File: config.mk
export PLATFORM = sky130hd
export DESIGN_NAME = lowpass_fir_51_tap_core_flat
export DESIGN_NICKNAME = d
export VERILOG_FILES = /design/src/hdl/lfir_pkg.sv /design/src/hdl/lfir_stream_if.sv /design/src/hdl/lfir_delay_line.sv /design/src/hdl/lfir_mac.sv /design/src/hdl/lfir_out_stage.sv /design/src/hdl/lowpass_fir_51_tap_core.sv /design/src/flat_wrapper.sv
export SDC_FILE = /design/constraint.sdc
export NUM_CORES = 2
export LEC_CHECK = 0
export BUFFER_PORTS_ARGS = -buffer_cell sky130_fd_sc_hd__buf_4
export CAP_MARGIN = 5
export CORE_MARGIN = 4
export CORE_UTILIZATION = 30
export CTS_CLUSTER_SIZE = 24
export DETAILED_ROUTE_END_ITERATION = 8
export MAX_ROUTING_LAYER = met4
export PLACE_DENSITY_LB_ADDON = 0.08
export SLEW_MARGIN = 0
export SYNTH_ARGS = -nofsm -noshare
export SYNTH_HDL_FRONTEND = slang
export SYNTH_SLANG_ARGS = --single-unit
File: constraint.sdc
create_clock -name clock -period 19.3 [get_ports clock]
set_input_delay 0 -clock clock [delete_from_list [all_inputs] [get_ports clock]]
set_output_delay 0 -clock clock [all_outputs]
set_load 0.02 [all_outputs]
File: src/hdl/lfir_pkg.sv
// ----------------------------------------------------------------------------
// lfir_pkg
// Shared constants, coefficient table and control bundle of the 51-tap
// low-pass FIR core.
// ----------------------------------------------------------------------------
package lfir_pkg;

   localparam int TAPS         = 51;
   localparam int SAMPLE_WIDTH = 16;
   localparam int COEF_WIDTH   = 16;

   // bits of the sample fed to the multiplier each cycle
   localparam int DIGIT_WIDTH  = 4;

   localparam int TABLE_LEN    = 51;
   localparam int TABLE_FRAC   = 15;

   localparam logic signed [15:0] COEF_Q15 [TABLE_LEN] = '{
      -16'sd30, -16'sd36, -16'sd38, -16'sd32, -16'sd13, 16'sd23, 16'sd74, 16'sd132,
      16'sd180, 16'sd195, 16'sd154, 16'sd44, -16'sd132, -16'sd350, -16'sd563,
      -16'sd707, -16'sd711, -16'sd514, -16'sd81, 16'sd584, 16'sd1434, 16'sd2380,
      16'sd3307, 16'sd4086, 16'sd4606, 16'sd4789, 16'sd4606, 16'sd4086, 16'sd3307,
      16'sd2380, 16'sd1434, 16'sd584, -16'sd81, -16'sd514, -16'sd711, -16'sd707,
      -16'sd563, -16'sd350, -16'sd132, 16'sd44, 16'sd154, 16'sd195, 16'sd180,
      16'sd132, 16'sd74, 16'sd23, -16'sd13, -16'sd32, -16'sd38, -16'sd36, -16'sd30
   };

   // coefficient of tap k scaled to cw bits, zero beyond the table
   function automatic logic signed [63:0] coef_at(input int unsigned k, input int cw);
      logic signed [63:0] c;
      c = 64'sd0;
      if (k < TABLE_LEN) begin
         c = 64'(COEF_Q15[k]);
         if (cw - 1 >= TABLE_FRAC) begin
            c = c <<< (cw - 1 - TABLE_FRAC);
         end else begin
            // round half up while dropping fraction bits
            c = (c + (64'sd1 <<< (TABLE_FRAC - cw))) >>> (TABLE_FRAC - cw + 1);
         end
      end
      return c;
   endfunction

   typedef struct packed {
      logic load;         // transaction accepted, new sample enters the line
      logic mac_en;       // digit-serial multiply in progress
      logic first_digit;  // most significant (signed) digit of a tap
      logic last_digit;   // least significant digit, tap finishes
      logic clear_line;   // block end: zero the line instead of rotating
      logic emit;         // load the result register
   } lfir_ctrl_type;

endpackage

File: src/hdl/lfir_stream_if.sv
// ----------------------------------------------------------------------------
// lfir_stream_if
// Valid/ready channels carrying samples into and filtered samples out of
// the FIR core.
// ----------------------------------------------------------------------------
interface lfir_req_if #(
   parameter int SAMPLE_WIDTH = lfir_pkg::SAMPLE_WIDTH
);
   logic                           valid;
   logic                           ready;
   logic signed [SAMPLE_WIDTH-1:0] sample;
   logic                           last_of_block;

   modport source (output valid, sample, last_of_block, input ready);
   modport sink   (input valid, sample, last_of_block, output ready);
endinterface

interface lfir_rsp_if #(
   parameter int SAMPLE_WIDTH = lfir_pkg::SAMPLE_WIDTH
);
   logic                           valid;
   logic                           ready;
   logic signed [SAMPLE_WIDTH-1:0] filtered;
   logic                           saturated;

   modport source (output valid, filtered, saturated, input ready);
   modport sink   (input valid, filtered, saturated, output ready);
endinterface

File: src/hdl/lfir_delay_line.sv
// ----------------------------------------------------------------------------
// lfir_delay_line
// Sample delay line as a rotating shift register, newest sample at the
// head, plus the digit shifter that feeds the head sample out MSB first.
// ----------------------------------------------------------------------------
module lfir_delay_line #(
   parameter int TAPS         = lfir_pkg::TAPS,
   parameter int SAMPLE_WIDTH = lfir_pkg::SAMPLE_WIDTH
) (
   input  logic                            clock,
   input  logic                            reset,
   input  lfir_pkg::lfir_ctrl_type         ctrl,
   input  logic signed [SAMPLE_WIDTH-1:0]  sample_in,
   output logic [lfir_pkg::DIGIT_WIDTH-1:0] digit_out
);

   localparam int DW = lfir_pkg::DIGIT_WIDTH;
   localparam int ND = (SAMPLE_WIDTH + DW - 1) / DW;
   localparam int XW = ND * DW;

   logic signed [SAMPLE_WIDTH-1:0] line_ff [TAPS];
   logic signed [SAMPLE_WIDTH-1:0] line_in [TAPS];
   logic [XW-1:0]                  digit_ff;
   logic [XW-1:0]                  digit_in;

   always_comb begin
      line_in  = line_ff;
      digit_in = digit_ff;
      if (ctrl.load) begin
         line_in[0] = sample_in;
         for (int i = 1; i < TAPS; i++) begin
            line_in[i] = line_ff[i-1];
         end
         digit_in = XW'(sample_in);
      end else if (ctrl.last_digit) begin
         if (ctrl.clear_line) begin
            for (int i = 0; i < TAPS; i++) begin
               line_in[i] = '0;
            end
            digit_in = '0;
         end else begin
            // rotate toward the head; after TAPS steps the line is back in place
            for (int i = 0; i < TAPS - 1; i++) begin
               line_in[i] = line_ff[i+1];
            end
            line_in[TAPS-1] = line_ff[0];
            digit_in = XW'(line_ff[1]);
         end
      end else if (ctrl.mac_en) begin
         digit_in = digit_ff << DW;
      end
   end

   always_ff @(posedge clock) begin
      if (reset) begin
         for (int i = 0; i < TAPS; i++) begin
            line_ff[i] <= '0;
         end
      end else begin
         line_ff <= line_in;
      end
   end

   always_ff @(posedge clock) begin
      digit_ff <= digit_in;
   end

   assign digit_out = digit_ff[XW-1 -: DW];

endmodule

File: src/hdl/lfir_mac.sv
// ----------------------------------------------------------------------------
// lfir_mac
// Digit-serial multiplier (coefficient times one sample digit per cycle,
// Horner order) and the wide accumulator of the tap products.
// ----------------------------------------------------------------------------
module lfir_mac #(
   parameter int TAPS         = lfir_pkg::TAPS,
   parameter int SAMPLE_WIDTH = lfir_pkg::SAMPLE_WIDTH,
   parameter int COEF_WIDTH   = lfir_pkg::COEF_WIDTH
) (
   input  logic                                   clock,
   input  logic                                   reset,
   input  lfir_pkg::lfir_ctrl_type                ctrl,
   input  logic signed [COEF_WIDTH-1:0]           coef,
   input  logic [lfir_pkg::DIGIT_WIDTH-1:0]       digit,
   output logic signed [SAMPLE_WIDTH+COEF_WIDTH+$clog2(TAPS)-1:0] acc_out
);

   localparam int DW = lfir_pkg::DIGIT_WIDTH;
   localparam int PW = SAMPLE_WIDTH + COEF_WIDTH;
   localparam int AW = PW + $clog2(TAPS);
   localparam int MW = COEF_WIDTH + DW + 1;

   // rounding half of the final shift is preloaded into the accumulator
   localparam logic signed [AW-1:0] ACC_INIT = AW'(64'sd1 <<< (COEF_WIDTH - 2));

   logic signed [DW:0]   digit_val;
   logic signed [MW-1:0] part;
   logic signed [PW-1:0] prod_ff;
   logic signed [PW-1:0] prod_in;
   logic signed [AW-1:0] acc_ff;
   logic signed [AW-1:0] acc_in;
   logic                 add_pending_ff;

   always_comb begin
      // top digit carries the sign, the rest are plain magnitudes
      digit_val = ctrl.first_digit ? $signed({digit[DW-1], digit}) : $signed({1'b0, digit});
      part      = coef * digit_val;
      prod_in   = prod_ff;
      if (ctrl.mac_en) begin
         prod_in = (ctrl.first_digit ? PW'(0) : (prod_ff <<< DW)) + PW'(part);
      end
      acc_in = acc_ff;
      if (ctrl.load) begin
         acc_in = ACC_INIT;
      end else if (add_pending_ff) begin
         acc_in = acc_ff + AW'(prod_ff);
      end
   end

   always_ff @(posedge clock) begin
      if (reset) begin
         add_pending_ff <= 1'b0;
      end else begin
         add_pending_ff <= ctrl.last_digit;
      end
   end

   always_ff @(posedge clock) begin
      prod_ff <= prod_in;
      acc_ff  <= acc_in;
   end

   assign acc_out = acc_ff;

endmodule

File: src/hdl/lfir_out_stage.sv
// ----------------------------------------------------------------------------
// lfir_out_stage
// Drops the fraction bits of the accumulator, saturates to the sample range
// and holds the result until the receiver takes it.
// ----------------------------------------------------------------------------
module lfir_out_stage #(
   parameter int TAPS         = lfir_pkg::TAPS,
   parameter int SAMPLE_WIDTH = lfir_pkg::SAMPLE_WIDTH,
   parameter int COEF_WIDTH   = lfir_pkg::COEF_WIDTH
) (
   input  logic                                   clock,
   input  logic                                   reset,
   input  lfir_pkg::lfir_ctrl_type                ctrl,
   input  logic signed [SAMPLE_WIDTH+COEF_WIDTH+$clog2(TAPS)-1:0] acc_in,
   output logic                                   busy,
   lfir_rsp_if.source                             rsp_chan
);

   localparam int AW = SAMPLE_WIDTH + COEF_WIDTH + $clog2(TAPS);
   localparam int YW = AW - COEF_WIDTH + 1;

   localparam logic signed [YW-1:0] MAX_Y = YW'((64'sd1 <<< (SAMPLE_WIDTH - 1)) - 64'sd1);
   localparam logic signed [YW-1:0] MIN_Y = YW'(-(64'sd1 <<< (SAMPLE_WIDTH - 1)));

   logic signed [YW-1:0]           y_wide;
   logic                           over_hi;
   logic                           over_lo;
   logic signed [SAMPLE_WIDTH-1:0] filtered_ff;
   logic signed [SAMPLE_WIDTH-1:0] filtered_in;
   logic                           saturated_ff;
   logic                           valid_ff;

   always_comb begin
      // accumulator already holds the rounding half, so a floor shift rounds
      y_wide  = YW'(acc_in >>> (COEF_WIDTH - 1));
      over_hi = y_wide > MAX_Y;
      over_lo = y_wide < MIN_Y;
      if (over_hi) begin
         filtered_in = MAX_Y[SAMPLE_WIDTH-1:0];
      end else if (over_lo) begin
         filtered_in = MIN_Y[SAMPLE_WIDTH-1:0];
      end else begin
         filtered_in = y_wide[SAMPLE_WIDTH-1:0];
      end
   end

   always_ff @(posedge clock) begin
      if (reset) begin
         valid_ff <= 1'b0;
      end else begin
         valid_ff <= ctrl.emit | (valid_ff & ~rsp_chan.ready);
      end
   end

   always_ff @(posedge clock) begin
      if (ctrl.emit) begin
         filtered_ff  <= filtered_in;
         saturated_ff <= over_hi | over_lo;
      end
   end

   assign busy               = valid_ff & ~rsp_chan.ready;
   assign rsp_chan.valid     = valid_ff;
   assign rsp_chan.filtered  = filtered_ff;
   assign rsp_chan.saturated = saturated_ff;

endmodule

File: src/hdl/lowpass_fir_51_tap_core.sv
// ----------------------------------------------------------------------------
// lowpass_fir_51_tap_core
// 51-tap symmetric low-pass FIR on signed Q1.15 samples, digit-serial.
//
// req_chan carries one sample and a block-end mark per transaction; rsp_chan
// returns one filtered Q1.15 sample with a saturation flag per transaction.
// Each tap is multiplied four sample bits per cycle against a fixed
// coefficient; the multiply loop runs over all digits of all taps.
// The result then passes the drain and emit states into the output
// register, and the next sample is taken only after that, so the core
// handles one sample at a time. req_chan.ready is high only between
// samples, and it also stays low while a finished result waits for the
// output register to free up. A finished result sits in the output
// register; when the receiver stalls, the following sample still
// computes and then waits for the register to free up.
// Reset zeroes the delay line and drops any pending result. A block-end
// mark zeroes the delay line once that sample's result is formed.
// ----------------------------------------------------------------------------
module lowpass_fir_51_tap_core #(
   parameter int TAPS         = lfir_pkg::TAPS,
   parameter int SAMPLE_WIDTH = lfir_pkg::SAMPLE_WIDTH,
   parameter int COEF_WIDTH   = lfir_pkg::COEF_WIDTH
) (
   input  logic       clock,
   input  logic       reset,
   lfir_req_if.sink   req_chan,
   lfir_rsp_if.source rsp_chan
);

   localparam int DW  = lfir_pkg::DIGIT_WIDTH;
   localparam int ND  = (SAMPLE_WIDTH + DW - 1) / DW;
   localparam int DCW = (ND > 1) ? $clog2(ND) : 1;
   localparam int TCW = $clog2(TAPS);
   localparam int AW  = SAMPLE_WIDTH + COEF_WIDTH + $clog2(TAPS);

   typedef enum logic [3:0] {
      ST_IDLE  = 4'b0001,
      ST_MAC   = 4'b0010,
      ST_DRAIN = 4'b0100,
      ST_EMIT  = 4'b1000
   } state_type;

   state_type                    state_ff;
   state_type                    state_in;
   logic [DCW-1:0]               digit_cnt_ff;
   logic [DCW-1:0]               digit_cnt_in;
   logic [TCW-1:0]               tap_cnt_ff;
   logic [TCW-1:0]               tap_cnt_in;
   logic                         last_block_ff;
   logic                         last_block_in;
   logic                         accept;
   logic                         last_dig;
   logic                         last_tap;
   logic                         out_busy;
   logic signed [COEF_WIDTH-1:0] coef;
   logic [DW-1:0]                digit;
   logic signed [AW-1:0]         acc;
   lfir_pkg::lfir_ctrl_type      ctrl;

   assign accept   = req_chan.valid & req_chan.ready;
   assign last_dig = digit_cnt_ff == DCW'(ND - 1);
   assign last_tap = tap_cnt_ff == TCW'(TAPS - 1);

   always_comb begin
      state_in      = state_ff;
      digit_cnt_in  = digit_cnt_ff;
      tap_cnt_in    = tap_cnt_ff;
      last_block_in = last_block_ff;
      unique case (state_ff)
         ST_IDLE: begin
            if (accept) begin
               state_in      = ST_MAC;
               digit_cnt_in  = '0;
               tap_cnt_in    = '0;
               last_block_in = req_chan.last_of_block;
            end
         end
         ST_MAC: begin
            if (last_dig) begin
               digit_cnt_in = '0;
               if (last_tap) begin
                  tap_cnt_in = '0;
                  state_in   = ST_DRAIN;
               end else begin
                  tap_cnt_in = tap_cnt_ff + 1'b1;
               end
            end else begin
               digit_cnt_in = digit_cnt_ff + 1'b1;
            end
         end
         ST_DRAIN: begin
            state_in = ST_EMIT;
         end
         ST_EMIT: begin
            if (!out_busy) begin
               state_in = ST_IDLE;
            end
         end
         default: begin
            state_in = ST_IDLE;
         end
      endcase
   end

   always_comb begin
      ctrl.load        = accept;
      ctrl.mac_en      = state_ff == ST_MAC;
      ctrl.first_digit = (state_ff == ST_MAC) && (digit_cnt_ff == '0);
      ctrl.last_digit  = (state_ff == ST_MAC) && last_dig;
      ctrl.clear_line  = (state_ff == ST_MAC) && last_dig && last_tap && last_block_ff;
      ctrl.emit        = (state_ff == ST_EMIT) && !out_busy;
   end

   always_ff @(posedge clock) begin
      if (reset) begin
         state_ff      <= ST_IDLE;
         digit_cnt_ff  <= '0;
         tap_cnt_ff    <= '0;
         last_block_ff <= 1'b0;
      end else begin
         state_ff      <= state_in;
         digit_cnt_ff  <= digit_cnt_in;
         tap_cnt_ff    <= tap_cnt_in;
         last_block_ff <= last_block_in;
      end
   end

   assign req_chan.ready = state_ff == ST_IDLE;

   // coefficient rom indexed by the tap counter
   assign coef = COEF_WIDTH'(lfir_pkg::coef_at(32'(tap_cnt_ff), COEF_WIDTH));

   lfir_delay_line #(
      .TAPS         (TAPS),
      .SAMPLE_WIDTH (SAMPLE_WIDTH)
   ) u_delay_line (
      .clock     (clock),
      .reset     (reset),
      .ctrl      (ctrl),
      .sample_in (req_chan.sample),
      .digit_out (digit)
   );

   lfir_mac #(
      .TAPS         (TAPS),
      .SAMPLE_WIDTH (SAMPLE_WIDTH),
      .COEF_WIDTH   (COEF_WIDTH)
   ) u_mac (
      .clock   (clock),
      .reset   (reset),
      .ctrl    (ctrl),
      .coef    (coef),
      .digit   (digit),
      .acc_out (acc)
   );

   lfir_out_stage #(
      .TAPS         (TAPS),
      .SAMPLE_WIDTH (SAMPLE_WIDTH),
      .COEF_WIDTH   (COEF_WIDTH)
   ) u_out_stage (
      .clock    (clock),
      .reset    (reset),
      .ctrl     (ctrl),
      .acc_in   (acc),
      .busy     (out_busy),
      .rsp_chan (rsp_chan)
   );

   // counters rest at zero between samples
   assert property (@(posedge clock) disable iff (reset)
      state_ff == ST_IDLE |-> digit_cnt_ff == '0 && tap_cnt_ff == '0)
      else $error("tap or digit counter not at zero while idle");

   // a transaction always starts the multiply loop
   assert property (@(posedge clock) disable iff (reset)
      accept |=> state_ff == ST_MAC && ctrl.first_digit)
      else $error("accepted sample did not start the multiply loop");

   // a finished result reaches the output register the next cycle
   assert property (@(posedge clock) disable iff (reset)
      ctrl.emit |=> rsp_chan.valid)
      else $error("result was not presented after emit");

   // the line is only cleared on the very last digit of the last tap
   assert property (@(posedge clock) disable iff (reset)
      ctrl.clear_line |=> state_ff == ST_DRAIN)
      else $error("delay line cleared before all taps were read");

endmodule

File: src/flat_wrapper.sv
// flat-port wrapper written by rule: the top's interface ports become plain ports
module lowpass_fir_51_tap_core_flat 
#(
   parameter int TAPS         = lfir_pkg::TAPS,
   parameter int SAMPLE_WIDTH = lfir_pkg::SAMPLE_WIDTH,
   parameter int COEF_WIDTH   = lfir_pkg::COEF_WIDTH
)
  (clock, reset, req_chan_valid, req_chan_sample, req_chan_last_of_block, req_chan_ready, rsp_chan_valid, rsp_chan_filtered, rsp_chan_saturated, rsp_chan_ready);
  lfir_req_if #(.SAMPLE_WIDTH(SAMPLE_WIDTH)) req_chan_i ();
  lfir_rsp_if #(.SAMPLE_WIDTH(SAMPLE_WIDTH)) rsp_chan_i ();
  input  logic clock;
  input  logic reset;
  input wire logic [$bits(req_chan_i.valid)-1:0] req_chan_valid;
  input wire logic [$bits(req_chan_i.sample)-1:0] req_chan_sample;
  input wire logic [$bits(req_chan_i.last_of_block)-1:0] req_chan_last_of_block;
  output wire logic [$bits(req_chan_i.ready)-1:0] req_chan_ready;
  output wire logic [$bits(rsp_chan_i.valid)-1:0] rsp_chan_valid;
  output wire logic [$bits(rsp_chan_i.filtered)-1:0] rsp_chan_filtered;
  output wire logic [$bits(rsp_chan_i.saturated)-1:0] rsp_chan_saturated;
  input wire logic [$bits(rsp_chan_i.ready)-1:0] rsp_chan_ready;
  assign req_chan_i.valid = req_chan_valid;
  assign req_chan_i.sample = req_chan_sample;
  assign req_chan_i.last_of_block = req_chan_last_of_block;
  assign req_chan_ready = req_chan_i.ready;
  assign rsp_chan_valid = rsp_chan_i.valid;
  assign rsp_chan_filtered = rsp_chan_i.filtered;
  assign rsp_chan_saturated = rsp_chan_i.saturated;
  assign rsp_chan_i.ready = rsp_chan_ready;
  lowpass_fir_51_tap_core #(.TAPS(TAPS), .SAMPLE_WIDTH(SAMPLE_WIDTH), .COEF_WIDTH(COEF_WIDTH)) u_core (.clock(clock), .reset(reset), .req_chan(req_chan_i), .rsp_chan(rsp_chan_i));
endmodule
==> impl_metrics.csv <==
group,metric,value,unit
run_status,status,"finished, violations left",
run_status,violations,"DRC",
worst_setup_path,r2r-start,"u_core.tap_cnt_ff[1]$_SDFFE_PP0P_",
layout,nFillCells,13884,
drt,vias,33387,
timing,relSlewSlack,18.1,%
worst_setup_path,crit_chain,"inv_1 > ha_1 > nor2_1 > or2_2 > o21ai_0 > a211oi_1 > a211oi_1 > and2_1 > fa_1 > fa_1 > fa_1 > inv_1 > fa_1 > inv_1 > ha_1 > fa_1 > a211oi_2 > o21ai_0 > a221oi_1 > a211oi_1 > o2111a_1 > o31a_1 > nor4b_1 > a311oi_1",
timing,skew,0.0361,ns
timing,worst_pin_slew,1.23,ns
yosys,syn_area,41400,sq um
cts,clockBufferDepth,3,
hold_path,holdCritStartpoint,"req_chan_sample[8]",
timing,post-route-period-util,43.5,%
cts,cts.sinks,934,
hold_path,worstHoldEndpoint,"u_core.u_delay_line.digit_ff[8]$_DFFE_PP_",
worst_setup_path,crit_type,"register to register",
layout,regArea,19300,sq um
worst_setup_path,endpoint_kind,"register",
drt,finalWirelength,105000,microns
power,ir_drop,94.3,uV
worst_setup_path,startpoint_type,"register",
global_route,globalRouteTotalUtil,14.5,%
power,power_density,131,nW/um^2
hold_path,hold_path_class,"primary input to register",
worst_setup_path,max_stage_delay,0.78,ns
yosys,synth_fp_nets,4393,
cts,clk_pin_slew_worst_paths,0.06,ns
worst_setup_path,cp_top_family,"adder cells",
layout,layout_common_cells,"nor2_1, dfxtp_1, a222oi_1, nand2_1, clkbuf_16",
timing,setup_viol,0,
place,place_hpwl,59900,microns
layout,area_growth_syn_to_layout,12.0,%
yosys,ys_seq_area_share,46.7,%
floorplanning,design.core.area,137000,sq um
drt,drtIter0Drc,5668,
global_route,first_global_vias,31432,
drt,drc,89,
worst_setup_path,r2r-end,"u_core.u_mac.prod_ff[28]$_DFFE_PP_",
worst_setup_path,crit_start,"u_core.tap_cnt_ff[1]$_SDFFE_PP0P_",
floorplanning,die_w,379,microns
yosys,synth_warnings,0,
yosys,async_reset_ff_share,0,%
worst_setup_path,crit_required,19.73,ns
drt,wl_per_cell,18.0,microns
job,cap_violations,0,
layout,multi_input_area,19800,sq um
hold_path,holdPathStages,4,
global_route,overflow,0,
place,gp_routability_congestion,0.775,
worst_setup_path,r2r_cells,24,
timing,setup_tns,0,ns
global_route,grt_first_pass_wirelength,172000,microns
timing,min_period,8.40,ns
cts,htreeDepth,3,
layout,fin_nets,4185,
layout,drive_gt1_share,6.68,%
yosys,synth_enable_flop_cells,65,
cts,cts_tree,"done",
floorplanning,die_area,144000,sq um
yosys,postSynthAreaPerCell,9.94,sq um
cts,numCtsBuffers,109,
timing,report.final.slew_viol_count,0,
worst_setup_path,reg2reg_slack,10.90,ns
worst_setup_path,crit_slowest_cell,"dfxtp_1",
worst_setup_path,critPathMaxFanout,20,
floorplanning,rows,136,
timing,rsz0062_at_grt,"no",
place,portBuffers,39,
timing,holdWs,0.193,ns
drt,viasPerCell,5.72,
drt,dr.pass1.iters,9,
floorplanning,io_pins,40,
worst_setup_path,cp_common_cell,"fa_1",
yosys,synth.distinct_cells,81,
floorplanning,start_util,30.1,%
timing,final-hold-violation-count,0,
cts,cts_root_buf,"clkbuf_16",
yosys,syn_inst,4163,
layout,final_common_cell,"nor2_1",
yosys,ys.flop_type,"dfxtp_1",
timing,max_freq,119,MHz
worst_setup_path,worstPathArrival,8.84,ns
drt,drtAntennaViolNets,0,
cts,clk_latency,0.71,ns
yosys,yosys_register_bits,934,
worst_setup_path,critPathBufInv,3,
floorplanning,die_h,379,microns
global_route,grt_max_degree,250,
global_route,antenna_found_initial,2,
power,leakage,0.0166,uW
[Yosys cell counts (all sizes together), types with 10 or more instances]
| master | number | share of area (%) |
|---|---|---|
| nor2 | 934 | 8.5 |
| o21a | 18 | 0.33 |
| a222oi | 800 | 19 |
| o21ai | 74 | 0.89 |
| a311oi | 17 | 0.36 |
| a21o | 42 | 0.77 |
| nand4 | 10 | 0.15 |
| buf | 134 | 2.0 |
| nor2b | 10 | 0.15 |
| xnor2 | 32 | 0.68 |
| a21oi | 111 | 1.3 |
| nand2 | 116 | 1.1 |
| a211oi | 25 | 0.47 |
| mux2i | 16 | 0.39 |
| xor2 | 21 | 0.44 |
| and2 | 54 | 0.82 |
| nor4 | 15 | 0.23 |
| fa | 99 | 4.8 |
| ha | 110 | 3.3 |
| nand2b | 12 | 0.18 |
| o211ai | 10 | 0.21 |
| clkbuf | 290 | 2.6 |
| inv | 74 | 0.67 |
| a31oi | 13 | 0.23 |
| nor3 | 46 | 0.56 |
| nand3 | 23 | 0.28 |
| edfxtp | 65 | 4.7 |
| dfxtp | 869 | 42 |
[worst register-to-register path: cells and delay by family, from the launching register on]
family	cells	cell delay (ns)
AO/OA/AOI/OAI	10	2.88
buffers and inverters	3	0.35
AND/OR/NAND/NOR	4	0.95
adder cells (fa/ha/maj)	7	3.16
flip-flops	1	0.78
[cell families after synthesis]
logic type      count (synthesis)  share of synthesized area, %
compound gates               1194                          25.7
xor+xnor                       53                          1.12
fa+ha+maj                     210                          8.14
buf+inv                       501                          5.36
flops                         934                          46.7
mux                            18                         0.468
simple gates                 1253                          12.5
[metal layers]
layer / GRT usage, % / wire length (microns)
met5: - / 0
met4: 3.80 / 2480
met3: 2.42 / 4620
met2: 22.1 / 47600
met1: 20.1 / 50400
[power by group]
part / internal (uW) / switching [uW]
Combinational: 763 / 1140
Clock: 1240 / 838
Sequential: 2070 / 29.7
[sequential cells by signal (all words and copies together) (netlist names), 2 cells and up]
signal,cells
u_core.u_delay_line.digit_ff,16
u_core.u_mac.prod_ff,32
u_core.state_ff,4
u_core.u_delay_line.line_ff,816
u_core.tap_cnt_ff,6
u_core.digit_cnt_ff,2
u_core.u_mac.acc_out,38
u_core.u_out_stage.rsp_chan.filtered,16
[through the flow]
| step | setup WS, ns | total power, uW | std cells | cell area (sq um) | util, % |
|---|---|---|---|---|---|
| global placement | 11.04 | 4060 | 5614 | 42400 | 30.9 |
| detailed placement | 10.92 | 4030 | 5614 | 42400 | 30.9 |
| floorplan | 12.00 | 3600 | 4163 | 41400 | - |
| finish | 10.90 | 6080 | 5838 | 46300 | 33.7 |
| global route | 10.27 | 6530 | 5838 | 46300 | 33.7 |
| CTS | 10.91 | 6190 | 5837 | 46300 | 33.7 |
[layout make-up]
class | instances | area share [%]
tap | 1794 | 4.84
timing repair buffer | 106 | 2.00
inverter | 76 | 0.616
clock buffer | 166 | 7.03
antenna | 1 | 0.00540
sequential | 934 | 41.8
multi-input combinational | 2728 | 42.8
clock inverter | 33 | 0.937
[timing repair]
| item | CTS | global route |
|---|---|---|
| resized for setup | 0 | 0 |
| setup endpoints to repair | 0 | 0 |
| hold buffers | 24 | 0 |
| buffers inserted | 0 | 0 |
| hold endpoints to repair | 163 | 0 |
[how the worst max path moves through the flow]
stage	endpoint	slack, ns	depth (start not counted)
4_1_cts	u_core.u_mac.prod_ff[28]$_DFFE_PP_	10.91	24
6_report	u_core.u_mac.prod_ff[28]$_DFFE_PP_	10.90	24
3_5_place_dp	u_core.u_mac.prod_ff[28]$_DFFE_PP_	10.92	24
5_1_grt	u_core.u_mac.prod_ff[28]$_DFFE_PP_	10.27	24
3_3_place_gp	u_core.u_mac.prod_ff[28]$_DFFE_PP_	11.04	24
2_1_floorplan	u_core.u_mac.prod_ff[26]$_DFFE_PP_	12.00	25
Note: power is estimated with default switching activity, not from simulation.
